$ cat src/hdl/dipf_pkg.sv
// Shared types, constants and register codes for the depth isolated point filter.
package dipf_pkg;

    localparam int ROWS_DEF  = 16;
    localparam int REACH_DEF = 4;
    localparam int DEPTH_W   = 16;
    localparam int NEED_W    = 4;
    localparam int CFG_IDX_W = 3;

    // register reset values
    localparam logic [DEPTH_W-1:0] FAR_KEEP_RST = 16'd800;
    localparam logic [DEPTH_W-1:0] NEAR_TOP_RST = 16'd200;
    localparam logic [DEPTH_W-1:0] MID_TOP_RST  = 16'd500;
    localparam logic [DEPTH_W-1:0] NEAR_TOL_RST = 16'd20;
    localparam logic [DEPTH_W-1:0] MID_TOL_RST  = 16'd50;
    localparam logic [DEPTH_W-1:0] FAR_TOL_RST  = 16'd100;
    localparam logic [NEED_W-1:0]  NEAR_NEED_RST = 4'd3;
    localparam logic [NEED_W-1:0]  MID_NEED_RST  = 4'd2;
    localparam logic [NEED_W-1:0]  FAR_NEED      = 4'd1;

    typedef enum logic [CFG_IDX_W-1:0] {
        CFG_FAR_KEEP  = 3'd0,
        CFG_NEAR_TOP  = 3'd1,
        CFG_MID_TOP   = 3'd2,
        CFG_NEAR_TOL  = 3'd3,
        CFG_MID_TOL   = 3'd4,
        CFG_FAR_TOL   = 3'd5,
        CFG_NEAR_NEED = 3'd6,
        CFG_MID_NEED  = 3'd7
    } cfg_idx_t;

    // input item opcodes
    localparam logic OP_SAMPLE = 1'b0;
    localparam logic OP_EOF    = 1'b1;

    typedef struct packed {
        logic               op;
        logic [DEPTH_W-1:0] depth_cm;
    } in_item_t;

    typedef struct packed {
        logic [DEPTH_W-1:0] depth_out;
        logic               keep;
        logic               last;
    } out_item_t;

    typedef struct packed {
        logic [DEPTH_W-1:0] far_keep_limit;
        logic [DEPTH_W-1:0] near_band_top;
        logic [DEPTH_W-1:0] mid_band_top;
        logic [DEPTH_W-1:0] near_tolerance;
        logic [DEPTH_W-1:0] mid_tolerance;
        logic [DEPTH_W-1:0] far_tolerance;
        logic [NEED_W-1:0]  near_needed;
        logic [NEED_W-1:0]  mid_needed;
    } cfg_t;

    // control that rides along with a pixel sent for classification
    typedef struct packed {
        logic last;
        logic up_ok;
        logic down_ok;
    } judge_ctl_t;

endpackage

$ cat src/hdl/dipf_cell.sv
// One window cell: a column of ROWS depth samples shifting toward its left neighbor.
module dipf_cell
    import dipf_pkg::*;
#(
    parameter int ROWS = ROWS_DEF
)
(
    input  logic                          clk,
    input  logic                          rst_n,
    input  logic                          shift_en,
    input  logic                          clear,
    input  logic [DEPTH_W-1:0]            din,
    output logic [ROWS-1:0][DEPTH_W-1:0]  col
);

    logic [ROWS-1:0][DEPTH_W-1:0] col_reg;
    logic [ROWS-1:0][DEPTH_W-1:0] col_next;

    // entry 0 is the oldest; new data enters at the top
    always_comb
    begin
        col_next = col_reg;
        if (clear)
        begin
            col_next = '0;
        end
        else if (shift_en)
        begin
            for (int i = 0; i < ROWS - 1; i++)
            begin
                col_next[i] = col_reg[i+1];
            end
            col_next[ROWS-1] = din;
        end
    end

    always_ff @(posedge clk or negedge rst_n)
    begin
        if (!rst_n)
        begin
            col_reg <= '0;
        end
        else
        begin
            col_reg <= col_next;
        end
    end

    assign col = col_reg;

endmodule

$ cat src/hdl/dipf_judge.sv
// Two-stage classifier: neighbor match bits, then match count against the band threshold.
module dipf_judge
    import dipf_pkg::*;
#(
    parameter int REACH = REACH_DEF
)
(
    input  logic                clk,
    input  logic                rst_n,
    input  cfg_t                cfg,
    input  logic                req_valid,
    output logic                req_ready,
    input  judge_ctl_t          req_ctl,
    input  logic [DEPTH_W-1:0]  center,
    input  logic [DEPTH_W-1:0]  horiz [2*REACH],
    input  logic [DEPTH_W-1:0]  up,
    input  logic [DEPTH_W-1:0]  down,
    output logic                out_valid,
    input  logic                out_ready,
    output out_item_t           out_data
);

    localparam int NM     = 2 * REACH + 2;
    localparam int CNT_W  = $clog2(NM + 1);
    localparam int CMP_W  = (CNT_W > NEED_W) ? CNT_W : NEED_W;

    function automatic logic is_match(input logic [DEPTH_W-1:0] d,
                                      input logic [DEPTH_W-1:0] n,
                                      input logic [DEPTH_W-1:0] tol);
        logic [DEPTH_W-1:0] diff;
        diff = (d > n) ? (d - n) : (n - d);
        return (n != '0) && (diff < tol);
    endfunction

    // stage 1 registers
    logic                s1_valid_reg;
    logic [DEPTH_W-1:0]  s1_depth_reg;
    logic                s1_force_reg;
    logic [NEED_W-1:0]   s1_need_reg;
    logic [NM-1:0]       s1_match_reg;
    logic                s1_last_reg;

    // output stage registers
    logic                out_valid_reg;
    out_item_t           out_data_reg;

    logic                adv2;
    logic                s1_ready;
    logic [DEPTH_W-1:0]  tol;
    logic [NEED_W-1:0]   need;
    logic [NM-1:0]       match;
    logic                force_keep;
    logic [CNT_W-1:0]    count;

    assign adv2      = !out_valid_reg || out_ready;
    assign s1_ready  = !s1_valid_reg || adv2;
    assign req_ready = s1_ready;

    // band select; near is tested first
    always_comb
    begin
        force_keep = (center > cfg.far_keep_limit) || (center == '0);
        if (center <= cfg.near_band_top)
        begin
            tol  = cfg.near_tolerance;
            need = cfg.near_needed;
        end
        else if (center <= cfg.mid_band_top)
        begin
            tol  = cfg.mid_tolerance;
            need = cfg.mid_needed;
        end
        else
        begin
            tol  = cfg.far_tolerance;
            need = FAR_NEED;
        end
    end

    // per-neighbor match bits
    always_comb
    begin
        for (int k = 0; k < 2 * REACH; k++)
        begin
            match[k] = is_match(center, horiz[k], tol);
        end
        match[NM-2] = req_ctl.up_ok && is_match(center, up, tol);
        match[NM-1] = req_ctl.down_ok && is_match(center, down, tol);
    end

    always_ff @(posedge clk or negedge rst_n)
    begin
        if (!rst_n)
        begin
            s1_valid_reg <= 1'b0;
        end
        else if (s1_ready)
        begin
            s1_valid_reg <= req_valid;
        end
    end

    always_ff @(posedge clk)
    begin
        if (s1_ready && req_valid)
        begin
            s1_depth_reg <= center;
            s1_force_reg <= force_keep;
            s1_need_reg  <= need;
            s1_match_reg <= match;
            s1_last_reg  <= req_ctl.last;
        end
    end

    // count matches
    always_comb
    begin
        count = '0;
        for (int i = 0; i < NM; i++)
        begin
            count = count + CNT_W'(s1_match_reg[i]);
        end
    end

    always_ff @(posedge clk or negedge rst_n)
    begin
        if (!rst_n)
        begin
            out_valid_reg <= 1'b0;
        end
        else if (adv2)
        begin
            out_valid_reg <= s1_valid_reg;
        end
    end

    always_ff @(posedge clk)
    begin
        if (adv2 && s1_valid_reg)
        begin
            out_data_reg.depth_out <= s1_depth_reg;
            out_data_reg.keep      <= s1_force_reg ||
                                      (CMP_W'(count) >= CMP_W'(s1_need_reg));
            out_data_reg.last      <= s1_last_reg;
        end
    end

    assign out_valid = out_valid_reg;
    assign out_data  = out_data_reg;

endmodule

$ cat src/hdl/depth_isolated_point_filter.sv
// Top level: sample window as a chain of column cells, drain sequencer, classifier.
// Throughput: one depth sample per cycle when not draining and the judge is ready; a pixel's
// result goes through judge stage 1 and output registers after the transfer of the sample
// REACH columns later in its row. End of frame: drain shifts feed zeros into the cell chain,
// no input taken meanwhile; results leave through the same pipeline, one per cycle while out_ready holds.
// Reset: window cells, row and pending counters clear to zero, registers to defaults.
module depth_isolated_point_filter
    import dipf_pkg::*;
#(
    parameter int ROWS  = ROWS_DEF,
    parameter int REACH = REACH_DEF
)
(
    input  logic                  clk,
    input  logic                  rst_n,
    input  logic                  cfg_we,
    input  logic [CFG_IDX_W-1:0]  cfg_index,
    input  logic [DEPTH_W-1:0]    cfg_data,
    input  logic                  in_valid,
    output logic                  in_ready,
    input  in_item_t              in_data,
    output logic                  out_valid,
    input  logic                  out_ready,
    output out_item_t             out_data
);

    localparam int NCOL  = 2 * REACH + 1;
    localparam int LAG   = REACH * ROWS;
    localparam int CNT_W = $clog2(LAG + 1);
    localparam int ROW_W = $clog2(ROWS);
    localparam logic [CNT_W-1:0] LAG_C    = CNT_W'(LAG);
    localparam logic [ROW_W-1:0] LAST_ROW = ROW_W'(ROWS - 1);

    cfg_t                         cfg_reg;
    logic                         draining_reg;
    logic [CNT_W-1:0]             drain_idx_reg;
    logic [CNT_W-1:0]             pend_reg;
    logic [ROW_W-1:0]             row_reg;

    logic [ROWS-1:0][DEPTH_W-1:0] col [NCOL];
    logic                         jready;
    logic                         in_xfer;
    logic                         sample_xfer;
    logic                         eof_xfer;
    logic                         drain_step;
    logic                         drain_end;
    logic                         shift_en;
    logic                         clear;
    logic [DEPTH_W-1:0]           shift_din;
    logic                         req_valid;
    judge_ctl_t                   req_ctl;
    logic [DEPTH_W-1:0]           horiz [2*REACH];
    logic [ROW_W-1:0]             row_inc;

    // configuration writes
    always_ff @(posedge clk or negedge rst_n)
    begin
        if (!rst_n)
        begin
            cfg_reg.far_keep_limit <= FAR_KEEP_RST;
            cfg_reg.near_band_top  <= NEAR_TOP_RST;
            cfg_reg.mid_band_top   <= MID_TOP_RST;
            cfg_reg.near_tolerance <= NEAR_TOL_RST;
            cfg_reg.mid_tolerance  <= MID_TOL_RST;
            cfg_reg.far_tolerance  <= FAR_TOL_RST;
            cfg_reg.near_needed    <= NEAR_NEED_RST;
            cfg_reg.mid_needed     <= MID_NEED_RST;
        end
        else if (cfg_we)
        begin
            unique case (cfg_idx_t'(cfg_index))
                CFG_FAR_KEEP:  cfg_reg.far_keep_limit <= cfg_data;
                CFG_NEAR_TOP:  cfg_reg.near_band_top  <= cfg_data;
                CFG_MID_TOP:   cfg_reg.mid_band_top   <= cfg_data;
                CFG_NEAR_TOL:  cfg_reg.near_tolerance <= cfg_data;
                CFG_MID_TOL:   cfg_reg.mid_tolerance  <= cfg_data;
                CFG_FAR_TOL:   cfg_reg.far_tolerance  <= cfg_data;
                CFG_NEAR_NEED: cfg_reg.near_needed    <= cfg_data[NEED_W-1:0];
                CFG_MID_NEED:  cfg_reg.mid_needed     <= cfg_data[NEED_W-1:0];
                default:       ;
            endcase
        end
    end

    // handshake and step decode
    assign in_ready    = !draining_reg && jready;
    assign in_xfer     = in_valid && in_ready;
    assign sample_xfer = in_xfer && (in_data.op == OP_SAMPLE);
    assign eof_xfer    = in_xfer && (in_data.op == OP_EOF);
    assign drain_step  = draining_reg && jready;
    assign drain_end   = drain_step && (drain_idx_reg == LAG_C);
    assign shift_en    = sample_xfer || drain_step;
    assign clear       = drain_end;
    assign shift_din   = draining_reg ? '0 : in_data.depth_cm;
    assign row_inc     = (row_reg == LAST_ROW) ? '0 : row_reg + 1'b1;

    // a pixel is emitted once its row's sample REACH columns later arrives
    assign req_valid = (sample_xfer && (pend_reg == LAG_C)) ||
                       (drain_step && (drain_idx_reg > (LAG_C - pend_reg)));
    assign req_ctl.last    = drain_end;
    assign req_ctl.up_ok   = (row_reg != '0);
    assign req_ctl.down_ok = (row_reg != LAST_ROW);

    always_ff @(posedge clk or negedge rst_n)
    begin
        if (!rst_n)
        begin
            draining_reg  <= 1'b0;
            drain_idx_reg <= '0;
            pend_reg      <= '0;
            row_reg       <= '0;
        end
        else if (eof_xfer)
        begin
            draining_reg  <= 1'b1;
            drain_idx_reg <= CNT_W'(1);
        end
        else if (drain_end)
        begin
            draining_reg  <= 1'b0;
            drain_idx_reg <= '0;
            pend_reg      <= '0;
            row_reg       <= '0;
        end
        else if (drain_step)
        begin
            drain_idx_reg <= drain_idx_reg + 1'b1;
            row_reg       <= row_inc;
        end
        else if (sample_xfer)
        begin
            row_reg <= row_inc;
            if (pend_reg != LAG_C)
            begin
                pend_reg <= pend_reg + 1'b1;
            end
        end
    end

    // column cell chain; the last cell takes the incoming sample
    for (genvar c = 0; c < NCOL; c++)
    begin : g_cell
        logic [DEPTH_W-1:0] cell_din;
        if (c == NCOL - 1)
        begin : g_tail
            assign cell_din = shift_din;
        end
        else
        begin : g_link
            assign cell_din = col[c+1][0];
        end
        dipf_cell #(
            .ROWS (ROWS)
        ) u_cell (
            .clk      (clk),
            .rst_n    (rst_n),
            .shift_en (shift_en),
            .clear    (clear),
            .din      (cell_din),
            .col      (col[c])
        );
    end

    // taps of the window as it stands after this shift
    always_comb
    begin
        for (int k = 1; k <= REACH; k++)
        begin
            horiz[2*k-2] = col[REACH+1-k][0];
            if (k == REACH)
            begin
                horiz[2*k-1] = shift_din;
            end
            else
            begin
                horiz[2*k-1] = col[REACH+1+k][0];
            end
        end
    end

    dipf_judge #(
        .REACH (REACH)
    ) u_judge (
        .clk       (clk),
        .rst_n     (rst_n),
        .cfg       (cfg_reg),
        .req_valid (req_valid),
        .req_ready (jready),
        .req_ctl   (req_ctl),
        .center    (col[REACH+1][0]),
        .horiz     (horiz),
        .up        (col[REACH][ROWS-1]),
        .down      (col[REACH+1][1]),
        .out_valid (out_valid),
        .out_ready (out_ready),
        .out_data  (out_data)
    );

endmodule
$ cat config.mk
export PLATFORM = sky130hd
export DESIGN_NAME = depth_isolated_point_filter
export DESIGN_NICKNAME = d
export VERILOG_FILES = /design/src/hdl/dipf_pkg.sv /design/src/hdl/dipf_cell.sv /design/src/hdl/dipf_judge.sv /design/src/hdl/depth_isolated_point_filter.sv
export SDC_FILE = /design/constraint.sdc
export NUM_CORES = 2
export LEC_CHECK = 0
export BUFFER_PORTS_ARGS = -buffer_cell sky130_fd_sc_hd__buf_2
export CAP_MARGIN = 5
export CELL_PAD_IN_SITES_DETAIL_PLACEMENT = 0
export CELL_PAD_IN_SITES_GLOBAL_PLACEMENT = 2
export CORE_MARGIN = 5
export CORE_UTILIZATION = 44
export DETAILED_ROUTE_END_ITERATION = 8
export PLACE_DENSITY = 0.87
export REMOVE_ABC_BUFFERS = 1
export SLEW_MARGIN = 10
export SYNTH_ARGS = -nofsm -noshare
export SYNTH_HDL_FRONTEND = slang
export SYNTH_SLANG_ARGS = --single-unit
$ cat constraint.sdc
create_clock -name clk -period 10.02 [get_ports clk]
set_input_delay 0.501 -clock clk [delete_from_list [all_inputs] [get_ports clk]]
set_output_delay 0.501 -clock clk [all_outputs]
set_load 0.05 [all_outputs]
Yosys cells after proc, flatten, opt, wreduce, memory -nomap -nowiden
Cells that the tools add are included.
Storage, ports and cells
  register bits after elaboration: 2223
  output and inout port bits: 20
  logic and storage cells: 327
  input port bits: 41
Cells by class
  reduce and logical (&&, ||, !) cells: 60
  muxes and demuxes: 44
  add/sub/neg operators: 33
  eq/ne operators: 13
  bitwise logic cells: 2
  $lt $le $gt $ge: 25
Operator list (number)
  $mux 256: 16
  $sub 16x16->16: 20
  $mux 16: 13
  $gt 16x16->1: 11
  $lt 16x16->1: 10
  $reduce_bool 16->1: 10
  $mux 7: 7
  $add 4x1->4: 8
  $le 16x16->1: 2
  $mux 4: 6
  $logic_and 1x1->1: 22
  $reduce_and 2->1: 9
  $logic_not 16->1: 1
  $add 7x1->7 const B: 2
  $eq 7x7->1 const B: 2
  $eq 3x3->1 const B: 4
  $reduce_bool 2->1: 4
  $gt 7x7->1: 1
  $ne 7x7->1 const B: 1
  $sub 7x7->7 const A: 1
  $eq 3x2->1 const B: 2
  $logic_or 1x1->1: 6
  $reduce_bool 3->1: 2
  $add 4x1->4 const B: 1
  12 further kinds: 16

Longest topological paths before layout
  word-level depth: 11
  mapped depth: 24
  depth with buffers taken out: 21

Cells and area by module
A second synthesis with hierarchy kept.
Second synthesis, totals
  cells, all modules: 9841
  area, all modules: 112102.5 um^2
Modules (own cells, without submodules)
  dipf_cell: sequential area each 6406.1 um^2, area each 10603.9 um^2, cells each 825, instances 8
  dipf_judge: sequential area each 1551.5 um^2, area each 21852.2 um^2, cells each 2851, instances 1
  depth_isolated_point_filter: sequential area each 3106.7 um^2, area each 5418.9 um^2, cells each 390, instances 1

Worst setup path before layout
No wires, ideal clock.
  path type: register to register
  start: reg g_cell[5].u_cell.col_reg (netlist bit g_cell[5].u_cell.col[1])
  end: reg u_judge.s1_match_reg[7] (data pin)
  required time: 9.741 ns
  stages on the path, launching flop included: 18
  clock period less this slack: 5.062 ns
  data arrival time: 4.783 ns
  path slack: 4.958 ns
  buffers on the path: 0
  setup time: 0.279 ns
  path through: dfrtp_1 -> inv_1 -> fa_1 -> a21o_1 -> a21oi_1 -> o311ai_0 -> o211ai_1 -> o21ai_0 -> a311oi_1 -> o21ai_1 -> a21oi_1 -> xnor2_1 -> ha_1 -> nand4_1 -> a2111oi_0 -> nand2_1 -> a21oi_1 -> a211oi_1
Between the ends
  word-level cells in the longest chain between the ends: 5
  elaborated cells on any way between the ends: 10
  classes of those cells: 2 x add/sub; 4 x order compare; 3 x mux; 1 x reduce/logical
RTL lines
  start, declared: RTL line dipf_cell.sv:16  | logic [ROWS-1:0][DEPTH_W-1:0] col_reg;
  start signal, assigned: RTL line dipf_cell.sv:45  | col_reg <= col_next;
  $le 16x16->1: RTL line dipf_judge.sv:68  | else if (center <= cfg.mid_band_top)
  $mux 16: RTL line dipf_judge.sv:68
  $mux 16: RTL line dipf_judge.sv:63  | if (center <= cfg.near_band_top)
  $lt 16x16->1 (*): RTL line dipf_judge.sv:32  | return (n != '0) && (diff < tol);
  $logic_and 1x1->1 (*): RTL line dipf_judge.sv:32
  named net u_judge.match[7]: RTL line dipf_judge.sv:51  | logic [NM-1:0] match;
  end signal, assigned: RTL line dipf_judge.sv:110  | s1_match_reg <= match;
  end, declared: RTL line dipf_judge.sv:40  | logic [NM-1:0] s1_match_reg;
The timed path passes the listed nets; every way through them passes the cells marked *.
A chain may end at the register's enable or synchronous reset.

Worst setup path after layout
  start: reg draining_reg
  end: reg u_judge.s1_match_reg[7] (data pin)
Between the ends
  word-level cells in the longest chain between the ends: 5
  elaborated cells on any way between the ends: 8
  classes of those cells: 2 x add/sub; 2 x order compare; 2 x mux; 2 x reduce/logical
RTL lines
  start, declared: RTL line depth_isolated_point_filter.sv:35  | logic draining_reg;
  start signal, assigned: RTL line depth_isolated_point_filter.sv:108  | draining_reg <= 1'b0;
  start signal, assigned: RTL line depth_isolated_point_filter.sv:115  | draining_reg <= 1'b1;
  start signal, assigned: RTL line depth_isolated_point_filter.sv:120  | draining_reg <= 1'b0;
  $mux 16 (*): RTL line depth_isolated_point_filter.sv:94  | assign shift_din = draining_reg ? '0 : in_data.depth_cm;
  $sub 16x16->16 or $gt 16x16->1 (tied branches): RTL line dipf_judge.sv:31  | diff = (d > n) ? (d - n) : (n - d);
  $mux 16: RTL line dipf_judge.sv:31
  $lt 16x16->1: RTL line dipf_judge.sv:32
  $logic_and 1x1->1 (*): RTL line dipf_judge.sv:32
  named net u_judge.match[7]: RTL line dipf_judge.sv:51
Marked as above.

==> results.json <==
{
  "synthCells": 12100,
  "io_buffers": 60,
  "clk_pin_slew_ns": 0.06,
  "grt_util_met2_pct": 36.8,
  "whs_ns": 0.105,
  "async_flop_share_pct": 97.8,
  "p_leak_nw": 53.2,
  "globalplace.congestion": 0.873,
  "cts_setup_buffers": 0,
  "finalCritPeriodShare_pct": 59.5,
  "hold_class": "primary input to register",
  "grt_use_met1_pct": 35.0,
  "grt_antenna_before_repair": 16,
  "synth.top_cell.area_share_pct": 50.7,
  "synth_top_family_by_area": "simple AND/OR/NAND/NOR gates",
  "post-route-drc-count": 0,
  "setup_ws_ns": 4.06,
  "finalSetupViolCount": 0,
  "die_w_um": 501,
  "final_nets": 12300,
  "grt_pass1_wl_um": 476000,
  "finalWirelength_um": 301000,
  "maxSlewViolCount": 0,
  "post-route-min-period_ns": 5.96,
  "core-area_sq_um": 240000,
  "synth.area.top_cells": "dfrtp_1 (51%), nand2_1 (15%), a21oi_1 (11%), ha_1 (6.3%), clkbuf_1 (2.7%)",
  "power-per-cell-area_nw_per_um2": 177,
  "final_cell_mix": "nand2_1 (4,301), a21oi_1 (2,328), dfrtp_1 (2,148)",
  "relSlewSlack_pct": 19.7,
  "io_pins": 61,
  "synth_largest_area_cell": "dfrtp_1",
  "die_area_sq_um": 251000,
  "firstDrtPassIters": 7,
  "synth_seq_cells": 2223,
  "busiest_layer": "met2",
  "synth-adder-area-share_pct": 6.74,
  "synth-edff-count": 50,
  "final_area_sq_um": 117000,
  "cp.arrival_ns": 6.51,
  "clockBufferDepth": 3,
  "die_y_um": 501,
  "required_ns": 10.56,
  "synthXorXnorAreaFrac_pct": 1.21,
  "clkLatencyLatePin_ns": 0.88,
  "synth_cell_types": 93,
  "finalSetupTns_ns": 0,
  "post_drt_via_cell_ratio": 5.46,
  "cts_sinks": 2223,
  "grt_pass1_vias": 80400,
  "cts_root_buf": "clkbuf_16",
  "yosys_warnings": 0,
  "finalClockSkew_ns": 0.0692,
  "gr-usage-met3_pct": 3.42,
  "dp_slack_ns": 3.98,
  "syn_area_per_cell_sq_um": 8.79,
  "grt-ovfl-total": 0,
  "grt_usage_pct": 23.7,
  "largest_register_ffs": 2048,
  "cap_violations": 0,
  "yosys.area_share.simple_pct": 18.1,
  "route.vias.total": 82600,
  "ir_drop_mv": 0.201,
  "initialDrtViolationCount": 7677,
  "start_util_pct": 44.2,
  "worst-path-max-fanout": 20,
  "muxShareOfSynthArea_pct": 1.70,
  "synth-main-ff-cell": "dfrtp_1",
  "dpl_cell_area_sq_um": 109000,
  "max_freq_mhz": 168,
  "crit_type": "register to register",
  "detail-route-antenna-nets": 0,
  "core.rowCount": 180,
  "worst_pin_slew_ns": 1.20,
  "status": "completed",
  "cts_tree": "built",
  "drive_above_1_share_pct": 6.22,
  "syn_to_final_growth_pct": 10.4,
  "yosysSeqAreaShare_pct": 52.7,
  "cts-buffers-inserted": 236,
  "hold_viol_final": 0,
  "wl_per_cell_um": 19.9,
  "power_mw": 20.8,
  "synth_compound_area_share_pct": 15.5,
  "rsz0062_at_grt": "false",
  "final_common_cell": "nand2_1",
  "synth_area_sq_um": 106000,
  "cp-end-kind": "register",
  "critPathLaunchType": "register",
  "grt_max_degree": 245,
  "htreeDepth": 4,
  "dpl.hpwl_um": 185000
}
## power by group
group / total [mW] / internal [mW] / switching, mW
Combinational: 2.18 / 0.523 / 1.65
Sequential: 9.43 / 9.29 / 0.142
Clock: 9.18 / 5.39 / 3.80
## cells in the mapped netlist (15+ instances only)
| cell type | count |
|---|---|
| clkbuf_1 | 765 |
| o21ai_0 | 224 |
| nor2b_1 | 57 |
| mux2i_1 | 85 |
| and3_1 | 18 |
| a21o_1 | 182 |
| a211oi_1 | 21 |
| o21bai_1 | 34 |
| nor2_1 | 123 |
| mux2_2 | 82 |
| nor4_1 | 49 |
| ha_1 | 530 |
| inv_1 | 319 |
| xor2_1 | 55 |
| o211ai_1 | 28 |
| dfrtp_1 | 2150 |
| a22o_1 | 15 |
| xnor2_1 | 92 |
| nand2_1 | 4301 |
| nor3_1 | 44 |
| dfstp_2 | 23 |
| o21a_1 | 17 |
| fa_1 | 26 |
| a31oi_1 | 23 |
| a21oi_1 | 2328 |
| nand4_1 | 72 |
| or3_1 | 19 |
| edfxtp_1 | 50 |
| buf_2 | 25 |
| nand2b_1 | 27 |
| nand3_1 | 60 |
## stage by stage
stage	utilization [%]	instances
after floorplan	-	11300
after global placement	45.2	14600
after detailed placement	45.2	14600
after CTS	48.8	15100
after global routing	48.8	15100
final	48.8	15100
## worst paths after layout
kind | from | to | slack (ns) | depth (start not counted)
setup / recovery | draining_reg | u_judge.s1_match_reg[7] | 4.06 | 18
hold / removal | cfg_data[0] | cfg_reg[40] | 0.10 | 2
setup reg to reg | draining_reg | u_judge.s1_match_reg[7] | 4.06 | 18
hold reg to reg | u_judge.s1_depth_reg[0] | u_judge.out_data[2] | 0.43 | 0
max in group asynchronous | rst_n | g_cell[6].u_cell.col[188] | 7.37 | 4
min in group asynchronous | rst_n | g_cell[8].u_cell.col[223] | 0.20 | 2
## metal layers
layer  part of all wire (%)  routed length [um]  up-vias
li1                       -                   -    39400
met5                  0.011                  34        -
met3                    4.6               13900      420
met2                     45              136000     1550
met4                    2.6                7770        6
met1                     48              143000    41200
## worst max-delay path, stage by stage (launching register included)
cell and delay (ns):
dfrtp_1 0.50, inv_1 0.62, nand2_1 0.25, fa_1 0.51
a211oi_1 0.41, o21ai_0 0.20, and3_1 0.26, a221o_1 0.36
nand2_2 0.37, mux2i_1 0.36, o21ai_1 0.19, a221oi_2 0.29
xnor2_1 0.12, ha_1 0.31, nand4_1 0.14, a2111oi_0 0.46
nand2_1 0.11, a21oi_1 0.14, a211oi_1 0.06
## layout make-up
class / count / area (sq um)
Tap cell: 3185 / 3990
Clock inverter: 94 / 1350
Multi-Input combinational cell: 8727 / 45900
Timing Repair Buffer: 212 / 1850
Inverter: 320 / 1210
Fill cell: 23000 / 123000
Sequential cell: 2223 / 55900
Antenna cell: 8 / 20.0
Clock buffer: 347 / 6920
## kinds of logic after synthesis
logic type	after synthesis
multiplexers	169
AND/OR/NAND/NOR	4835
XOR/XNOR	147
buffers and inverters	1125
flip-flops	2223
AO/OA/AOI/OAI	3020
adder cells (fa/ha/maj)	556
## timing repair
item	CTS	global route
gates resized for setup	0	0
setup endpoints to repair	0	0
endpoints found under the hold margin	187	0
hold buffers	18	0
Power figures use the tool's default switching activity.
